File: config.mk
export PLATFORM = sky130hd
export DESIGN_NAME = stepper_shortest_angle_positioner_core
export DESIGN_NICKNAME = d
export VERILOG_FILES = /design/src/rtl/spap_pkg.sv /design/src/rtl/spap_in_stage.sv /design/src/rtl/spap_engine.sv /design/src/rtl/spap_out_stage.sv /design/src/rtl/stepper_shortest_angle_positioner_core.sv
export SDC_FILE = /design/constraint.sdc
export NUM_CORES = 1
export LEC_CHECK = 0
export ABC_AREA = 1
export BUFFER_PORTS_ARGS = -buffer_cell sky130_fd_sc_hd__buf_4
export CAP_MARGIN = 10
export CORE_MARGIN = 3
export CORE_UTILIZATION = 28
export DETAILED_ROUTE_END_ITERATION = 12
export GPL_TIMING_DRIVEN = 0
export HOLD_SLACK_MARGIN = 0.08
export SYNTH_ARGS = -nofsm -noshare
export SYNTH_HDL_FRONTEND = slang
export SYNTH_SLANG_ARGS = --single-unit
File: constraint.sdc
create_clock -name clk -period 8.8 [get_ports clk]
set_input_delay 0.44 -clock clk [delete_from_list [all_inputs] [get_ports clk]]
set_output_delay 0.44 -clock clk [all_outputs]
set_load 0.02 [all_outputs]
File: src/rtl/spap_pkg.sv
package spap_pkg;

  localparam int DEG_FOLD  = 540;
  localparam int DEG_TURN  = 360;
  localparam int DEG_HALF  = 180;

  localparam int PHASE_TICKS_RESET = 1;
  localparam int STEPS_PER_TURN_RESET = 513;

  localparam int CFG_DATA_W = 12;
  localparam int CFG_INDEX_W = 1;

  localparam logic [CFG_INDEX_W-1:0] REG_PHASE_TICKS    = 1'b0;
  localparam logic [CFG_INDEX_W-1:0] REG_STEPS_PER_TURN = 1'b1;

  localparam logic FUNC_TICK = 1'b0;
  localparam logic FUNC_MOVE = 1'b1;

  // floor(n / 45) == (n * DIV45_MAGIC) >> DIV45_SHIFT for every n < 2**17
  localparam logic [17:0] DIV45_MAGIC = 18'd186414;
  localparam int DIV45_SHIFT = 23;

  typedef struct packed {
    logic       func;
    logic [8:0] target_deg;
  } item_t;

  typedef struct packed {
    logic [3:0] coils;
    logic       busy_res;
    logic [8:0] position_deg;
    logic       rejected;
  } res_t;

  // product of |difference| and steps_per_turn, divided by 360
  function automatic logic [11:0] steps_of(input logic [19:0] prod);
    logic [34:0] scaled;
    begin
      scaled = 35'(prod[19:3]) * 35'(DIV45_MAGIC);
      steps_of = scaled[DIV45_SHIFT +: 12];
    end
  endfunction

endpackage

File: src/rtl/spap_in_stage.sv
module spap_in_stage import spap_pkg::*; (
  input  logic  clk,
  input  logic  rst,
  input  logic  in_valid,
  output logic  in_ready,
  input  item_t in_item,
  input  logic  advance,
  output logic  hold_valid,
  output item_t hold_item
);

  assign in_ready = !hold_valid || advance;

  always_ff @(posedge clk) begin
    if (rst) begin
      hold_valid <= 1'b0;
    end else if (in_valid && in_ready) begin
      hold_valid <= 1'b1;
    end else if (advance) begin
      hold_valid <= 1'b0;
    end
  end

  always_ff @(posedge clk) begin
    if (in_valid && in_ready) begin
      hold_item <= in_item;
    end
  end

endmodule

File: src/rtl/spap_engine.sv
module spap_engine import spap_pkg::*; (
  input  logic                   clk,
  input  logic                   rst,
  input  logic                   cfg_we,
  input  logic [CFG_INDEX_W-1:0] cfg_index,
  input  logic [CFG_DATA_W-1:0]  cfg_data,
  input  logic                   fire,
  input  item_t                  item,
  output res_t                   res
);

  logic [7:0]  phase_ticks;
  logic [11:0] steps_per_turn;

  logic [8:0]  position,    position_next;
  logic [11:0] steps_left,  steps_left_next;
  logic [1:0]  phase_index, phase_index_next;
  logic        turn_dir,    turn_dir_next;
  logic [7:0]  tick_count,  tick_count_next;
  logic        running,     running_next;
  logic        div_pending, div_pending_next;
  logic [19:0] prod_q,      prod_q_next;

  logic [3:0]  coil_now;
  logic [7:0]  limit;
  logic [8:0]  tick_inc;
  logic [10:0] diff_raw;
  logic [8:0]  folded;
  logic [8:0]  target_mod;
  logic [7:0]  mag;
  logic        dir_ccw;
  logic [19:0] prod;
  logic [11:0] steps_dec;

  always_ff @(posedge clk) begin
    if (rst) begin
      phase_ticks    <= 8'(PHASE_TICKS_RESET);
      steps_per_turn <= 12'(STEPS_PER_TURN_RESET);
    end else if (cfg_we) begin
      case (cfg_index)
        REG_PHASE_TICKS:    phase_ticks    <= cfg_data[7:0];
        REG_STEPS_PER_TURN: steps_per_turn <= cfg_data;
        default: ;
      endcase
    end
  end

  always_comb begin
    if (!running) begin
      coil_now = 4'b0000;
    end else if (turn_dir) begin
      coil_now = 4'b1000 >> phase_index;
    end else begin
      coil_now = 4'b0001 << phase_index;
    end
  end

  // shortest move: fold into 0..359, where folded stands for difference + 180
  always_comb begin
    diff_raw = 11'(item.target_deg) + 11'(DEG_FOLD) - 11'(position);
    if (diff_raw >= 11'(2 * DEG_TURN)) begin
      folded = 9'(diff_raw - 11'(2 * DEG_TURN));
    end else if (diff_raw >= 11'(DEG_TURN)) begin
      folded = 9'(diff_raw - 11'(DEG_TURN));
    end else begin
      folded = 9'(diff_raw);
    end
    if (folded >= 9'(DEG_HALF)) begin
      mag     = 8'(folded - 9'(DEG_HALF));
      dir_ccw = 1'b0;
    end else begin
      mag     = 8'(9'(DEG_HALF) - folded);
      dir_ccw = 1'b1;
    end
    target_mod = (item.target_deg >= 9'(DEG_TURN)) ?
                 9'(item.target_deg - 9'(DEG_TURN)) : item.target_deg;
    prod = 20'(mag) * 20'(steps_per_turn);
  end

  always_comb begin
    limit     = (phase_ticks == 8'd0) ? 8'd1 : phase_ticks;
    tick_inc  = 9'(tick_count) + 9'd1;
    steps_dec = (steps_left != 12'd0) ? steps_left - 12'd1 : steps_left;

    position_next    = position;
    steps_left_next  = div_pending ? steps_of(prod_q) : steps_left;
    phase_index_next = phase_index;
    turn_dir_next    = turn_dir;
    tick_count_next  = tick_count;
    running_next     = running;
    div_pending_next = 1'b0;
    prod_q_next      = prod_q;

    res.coils    = 4'b0000;
    res.rejected = 1'b0;

    if (fire) begin
      if (item.func == FUNC_TICK) begin
        res.coils = coil_now;
        if (running) begin
          if (tick_inc >= 9'(limit)) begin
            tick_count_next = 8'd0;
            if (phase_index == 2'd3) begin
              phase_index_next = 2'd0;
              steps_left_next  = steps_dec;
              running_next     = (steps_dec != 12'd0);
            end else begin
              phase_index_next = phase_index + 2'd1;
            end
          end else begin
            tick_count_next = tick_inc[7:0];
          end
        end
      end else if (running) begin
        res.coils    = coil_now;
        res.rejected = 1'b1;
      end else begin
        // step count is settled in the next cycle, before any step can end
        position_next    = target_mod;
        turn_dir_next    = dir_ccw;
        phase_index_next = 2'd0;
        tick_count_next  = 8'd0;
        running_next     = (prod >= 20'(DEG_TURN));
        prod_q_next      = prod;
        div_pending_next = 1'b1;
      end
    end

    res.busy_res     = running_next;
    res.position_deg = position_next;
  end

  always_ff @(posedge clk) begin
    if (rst) begin
      position    <= 9'd0;
      steps_left  <= 12'd0;
      phase_index <= 2'd0;
      turn_dir    <= 1'b0;
      tick_count  <= 8'd0;
      running     <= 1'b0;
      div_pending <= 1'b0;
    end else begin
      position    <= position_next;
      steps_left  <= steps_left_next;
      phase_index <= phase_index_next;
      turn_dir    <= turn_dir_next;
      tick_count  <= tick_count_next;
      running     <= running_next;
      div_pending <= div_pending_next;
    end
  end

  always_ff @(posedge clk) begin
    prod_q <= prod_q_next;
  end

endmodule

File: src/rtl/spap_out_stage.sv
module spap_out_stage import spap_pkg::*; (
  input  logic clk,
  input  logic rst,
  input  logic hold_valid,
  input  res_t res_in,
  input  logic out_ready,
  output logic advance,
  output logic out_valid,
  output res_t res_out
);

  assign advance = !out_valid || out_ready;

  always_ff @(posedge clk) begin
    if (rst) begin
      out_valid <= 1'b0;
    end else if (advance) begin
      out_valid <= hold_valid;
    end
  end

  always_ff @(posedge clk) begin
    if (advance && hold_valid) begin
      res_out <= res_in;
    end
  end

endmodule

File: src/rtl/stepper_shortest_angle_positioner_core.sv
// Shortest-angle stepper positioner with wave-drive coil output.
// Input channel (in_valid/in_ready): func 0 is a time tick, func 1 a move
// command to target_deg. Each input beat gives exactly one output beat
// (out_valid/out_ready) carrying coils, busy_res, position_deg and rejected.
// Configuration: cfg_we writes cfg_data into register cfg_index
// (0 = phase_ticks, 1 = steps_per_turn) at the clock edge, no handshake;
// write only while the block is idle.
// Path: input register, then result register, which offers the beat.
// Throughput: one beat per cycle while out_ready is high, set by the
// single state-update stage between the input and result registers.
// The step count of a move is finished by a reciprocal multiplier in the
// cycle after the command, ahead of the first possible step end.
// Reset (rst, synchronous): position 0, idle, coils off, phase_ticks 1,
// steps_per_turn 513; both stages empty.
// When out_ready is low the result register holds its beat; the input
// register still takes one more beat, then in_ready drops until the
// receiver drains.
module stepper_shortest_angle_positioner_core import spap_pkg::*; (
  input  logic                   clk,
  input  logic                   rst,
  input  logic                   cfg_we,
  input  logic [CFG_INDEX_W-1:0] cfg_index,
  input  logic [CFG_DATA_W-1:0]  cfg_data,
  input  logic                   in_valid,
  output logic                   in_ready,
  input  logic                   func,
  input  logic [8:0]             target_deg,
  output logic                   out_valid,
  input  logic                   out_ready,
  output logic [3:0]             coils,
  output logic                   busy_res,
  output logic [8:0]             position_deg,
  output logic                   rejected
);

  item_t in_item;
  item_t hold_item;
  logic  hold_valid;
  logic  advance;
  res_t  res_now;
  res_t  res_reg;

  assign in_item.func       = func;
  assign in_item.target_deg = target_deg;

  spap_in_stage u_in_stage (
    .clk        (clk),
    .rst        (rst),
    .in_valid   (in_valid),
    .in_ready   (in_ready),
    .in_item    (in_item),
    .advance    (advance),
    .hold_valid (hold_valid),
    .hold_item  (hold_item)
  );

  spap_engine u_engine (
    .clk       (clk),
    .rst       (rst),
    .cfg_we    (cfg_we),
    .cfg_index (cfg_index),
    .cfg_data  (cfg_data),
    .fire      (hold_valid && advance),
    .item      (hold_item),
    .res       (res_now)
  );

  spap_out_stage u_out_stage (
    .clk        (clk),
    .rst        (rst),
    .hold_valid (hold_valid),
    .res_in     (res_now),
    .out_ready  (out_ready),
    .advance    (advance),
    .out_valid  (out_valid),
    .res_out    (res_reg)
  );

  assign coils        = res_reg.coils;
  assign busy_res     = res_reg.busy_res;
  assign position_deg = res_reg.position_deg;
  assign rejected     = res_reg.rejected;

endmodule
# [Word level (Yosys, flattened, before mapping)]
# Cells that the tools add are included.
[op_classes] eq_ne=2 n_reduce_logical=18 n_mul=2 magnitude_cmp=6 n_addsub=10 muxes=39 shifts=2 n_bitwise=4
[ops] operator="2-to-1 mux 12 bit" n=7
[ops] operator="2-to-1 mux 9 bit" n=6
[ops] operator="2-to-1 mux 8 bit" n=6
[ops] operator="multiplier 17 x 17 -> 34 bit, second input constant" n=1
[ops] operator="nonzero test 12 bit" n=2
[ops] operator="greater-or-equal comparator 20 x 9 -> 1 bit, second input constant" n=1
[ops] operator="multiplier 8 x 12 -> 20 bit" n=1
[ops] operator="subtractor 9 bit, second input constant" n=2
[ops] operator="2-to-1 mux 4 bit" n=4
[ops] operator="subtractor 12 x 1 -> 12 bit, second input constant" n=1
[ops] operator="adder 9 x 10 -> 11 bit, second input constant" n=1
[ops] operator="greater-or-equal comparator 11 x 10 -> 1 bit, second input constant" n=1
[ops] operator="greater-or-equal comparator 11 x 9 -> 1 bit, second input constant" n=1
[ops] operator="2-to-1 mux 1 bit" n=11
[ops] operator="subtractor 11 x 9 -> 11 bit" n=1
[ops] operator="2-to-1 mux 2 bit" n=5
[ops] operator="adder 8 x 1 -> 9 bit, second input constant" n=1
[ops] operator="greater-or-equal comparator 9 x 8 -> 1 bit" n=1
[ops] operator="greater-or-equal comparator 9 x 8 -> 1 bit, second input constant" n=1
[ops] operator="greater-or-equal comparator 9 bit, second input constant" n=1
[ops] operator="subtractor 9 x 8 -> 9 bit, second input constant" n=1
[ops] operator="zero test 8 bit" n=1
[ops] operator="subtractor 8 bit, first input constant" n=1
[ops] operator="subtractor 8 bit, second input constant" n=1
[ops] operator="other kinds (14)" n=24
[totals] output_inout_bits=17 input_bits=28 regBits=101 wordCells=101

# [Longest topological paths before layout]
[depth] word_depth=12 ltp_mapped=51 depth_no_buf=50

# [Hierarchy]
# From an unflattened synthesis, not the netlist that was laid out.
[unflattened] hier_cells=1768 area_unflattened_um2=13897.1
[modules_own_cells] mod="spap_engine" area_per_inst_um2=13043.8 cells_each=1729 seq_area_each_um2=1591.5 n_inst=1
[modules_own_cells] mod="spap_out_stage" area_per_inst_um2=498.0 cells_each=21 seq_area_each_um2=470.5 n_inst=1
[modules_own_cells] mod="spap_in_stage" area_per_inst_um2=347.8 cells_each=16 seq_area_each_um2=320.3 n_inst=1
[modules_own_cells] mod="stepper_shortest_angle_positioner_core" area_per_inst_um2=7.5 cells_each=2 seq_area_each_um2=0.0 n_inst=1

# [Least setup slack after synthesis]
# OpenSTA, ideal clock, no wires.
[synth_timing] path_kind="flip-flop to flip-flop" from="register, netlist name u_in_stage.hold_item[1]" to="register u_out_stage.res_out[10] in the netlist's numbering, data pin" t_required_ns=8.541 path_slack_ns=1.232 stages_incl_launch_ff=45 t_arrival_ns=7.309 setup_time_ns=0.259 path_cell_list="edfxtp_1 ha_1 ha_1 fa_1 nand3_1 nand4_1 nand2_2 inv_2 ha_1 a21o_1 nand2_1 nand2_1 xor2_1 nand2_1 nand2_1 nand2_1 nand2_1 nor2_1 [9 not listed] fa_1 inv_1 fa_1 inv_1 ha_1 inv_1 nor3_1 nand3_1 nand3_1 xor2_1 inv_1 or2_2 nor2_1 nand2_1 nor2_1 nand2_1 nand3_1 nand2_1"
[synth_rtl] item="end signal, assigned" line="spap_out_stage.sv:24" text="res_out <= res_in;"
[synth_rtl] item="end, declared" line="spap_out_stage.sv:9" text="output res_t res_out"

==> reports/metrics.cfg <==
[cells_and_area]
instances_no_fill=2445
drive_gt1_share_pct=9.335
nets=2174
antenna_cells=0
final_common_cell=inv_1
final_cell_mix=376 x inv_1, 227 x nand2_1, 210 x ha_1
area_delta_synth_final_pct=12.55

[sta]
maxSlewHeadroom_pct=39.42
hold_slack_ns=0.2491
max_slew.worst_pin.slew_ns=0.9077
fin_skew_ns=0.01150
fin_crit_ns=8.318
final-setup-viol-count=0
max_clock_freq_mhz=120.2
finalCritPeriodShare_pct=94.53
hold_viol_final=0
slew_violations=0

[floorplanning]
ios=45
die_area_um2=52010
row_count=80
die_h_um=228.1
coreArea_um2=48250
initial_core_util_pct=28.62
fp.dieW_um=228.1

[routing]
totalWireLength_um=32270
vias=11050
drc=0
dr.pass1.iters=5
drt_iter0_drc=668
vias_per_cell=4.519
final_antenna_net_count=0
wl_per_cell_um=13.20

[clock_network]
cts-root-buf=clkbuf_16
numCtsBuffers=9
clockBufferDepth=2
cts_tree=built
clock_latency_ns=0.36
clock_sinks=98
clk_pin_slew_ns=0.08
hold_buffers=0
h-tree-depth=3

[synth]
synthCells=1705
synth_fa_ha_area_share_pct=40.96
synthSimpleGateAreaFrac_pct=18.75
syn_area_um2=13810
synth_top_family_by_area=adder cells
ys_types=49
syn_nets=2095
synth_xor_area_share_pct=2.845
ys_warn_count=0
ys_seq_elements=98
synth_compound_area_share_pct=9.234
async_flop_share_pct=0
synth_flop_cell=dfxtp_1
synth.area.mux_share_pct=0
postSynthAreaPerCell_um2=8.098
synth_seq_area_share_pct=17.25
synth-edff-count=42

[setup_path]
slowest_stage=fa_1
path_class=flip-flop to flip-flop
path_max_fanout=9
endpoint_kind=flip-flop
cp_common_cell=nand2_1
cp-start-kind=flip-flop
cpPeakStageDelay_ns=0.55
setup.worst_path.start=u_in_stage.hold_item[1]
crit_arrival_ns=8.43
r2r_start=u_in_stage.hold_item[1]
crit_required_ns=8.91

[status]
outcome=complete, no violations

[grt]
gr-total-overflow=0
track_usage_pct=12.52
grt_first_pass_wirelength_um=54660
grt_pass1_vias=11330
antenna_found_initial=0
grt_max_degree=20

[hold_path]
holdCritPathClass=primary input to flip-flop
hold_start=target_deg[5]

[placed_design]
gp_congestion=0.8991
place_inst=2405
hpwl_um=27250
numPortBuffers=44

[job]
max-cap-violations=0

[synth_stat cells, types with 2 or more instances]
cell type,count,area [um2]
inv_1,378,1419
nand2_1,235,882.1
ha_1,212,2653
nor2_1,169,634.4
fa_1,150,3003
a21oi_1,106,530.5
nand3_1,77,385.4
o21ai_0,73,365.4
dfxtp_1,56,1121
edfxtp_1,42,1261
xor2_1,35,306.5
nor3_1,18,90.09
nand2_4,15,168.9
nand2_2,13,81.33
clkbuf_1,12,45.04
nand4_1,12,75.07
o211ai_1,9,67.56
xnor2_1,8,70.07
a211oi_1,7,52.55
a31oi_1,6,37.54
nand3b_1,6,45.04
or2_2,6,37.54
a21o_1,5,37.54
clkinv_1,5,18.77
inv_2,5,18.77
nor4_1,5,31.28
nand3_2,4,40.04
o21bai_1,4,30.03
a21boi_0,3,22.52
a21oi_2,3,26.28
nor2_2,3,18.77
o21a_1,3,22.52
and2_1,2,12.51
nor2_8,2,40.04
o2111ai_1,2,17.52
[registers in the layout, indices dropped and copies added (netlist names)]
| name | count |
|---|---|
| u_engine.prod_q | 17 |
| u_out_stage.res_out | 15 |
| u_engine.steps_left | 12 |
| u_engine.steps_per_turn | 12 |
| u_in_stage.hold_item | 10 |
| u_engine.position | 9 |
| u_engine.phase_ticks | 8 |
| u_engine.tick_count | 8 |
| u_engine.phase_index | 2 |
| u_engine.div_pending | 1 |
| u_engine.running | 1 |
| u_engine.turn_dir | 1 |
| u_in_stage.hold_valid | 1 |
| u_out_stage.out_valid | 1 |
[worst max-delay path, delay by kind of cell, from the launching register on]
family	cells	cell delay, ns
fa+ha+maj	9	3.66
simple gates	26	2.92
buf+inv	7	0.49
flops	1	0.43
compound gates	2	0.34
xor+xnor	1	0.21
[routing by layer]
metal	global-route usage (%)	vias up	wire, um
met4	2.940	0	633
li1	-	5566	-
met2	21.68	226	15190
met5	0	-	0
met1	16.83	5218	15240
met3	1.248	39	1202
[final timing paths]
kind | slack, ns | depth (start not counted) | end
max | 0.48 | 45 | u_out_stage.res_out[10]
min | 0.25 | 1 | u_in_stage.hold_item[5]
max reg2reg | 0.48 | 45 | u_out_stage.res_out[10]
min reg2reg | 0.48 | 2 | u_engine.phase_ticks[0]
[kinds of logic after synthesis]
kind of cell / count (synthesis)
AOI/OAI and AO/OA: 228
DFF: 98
and+or+nand+nor: 572
buffers and inverters: 401
xor gates and xnor gates: 44
adders and majority gates: 362
[through the flow]
step                instance area, um2   TNS, ns  worst slack [ns]  utilization (%)
floorplan                        13810         0             1.232                -
global placement                 14960         0            0.2498            31.00
detailed placement               14960         0            0.1494            31.01
CTS                              15270         0            0.1306            31.65
global route                     15540  -0.08344          -0.07961            32.21
finish                           15540         0            0.4818            32.21
[timing repair]
item / CTS / global route
setup buffers: 0 / 24
setup endpoints to repair: 0 / 2
resized for setup: 0 / 30
[area by class of cell]
| class | instances | area, um2 |
|---|---|---|
| Buffer | 13 | 56.30 |
| Clock buffer | 11 | 254.0 |
| Clock inverter | 5 | 53.80 |
| Fill cell | 5098 | 32710 |
| Inverter | 388 | 1460 |
| Multi-Input combinational cell | 1206 | 10000 |
| Sequential cell | 98 | 2382 |
| Tap cell | 656 | 820.8 |
| Timing Repair Buffer | 68 | 510.5 |
Power is left out: the tool's default activity adds up to more than one toggle a clock period on the data nets, which glitch-free logic cannot reach.
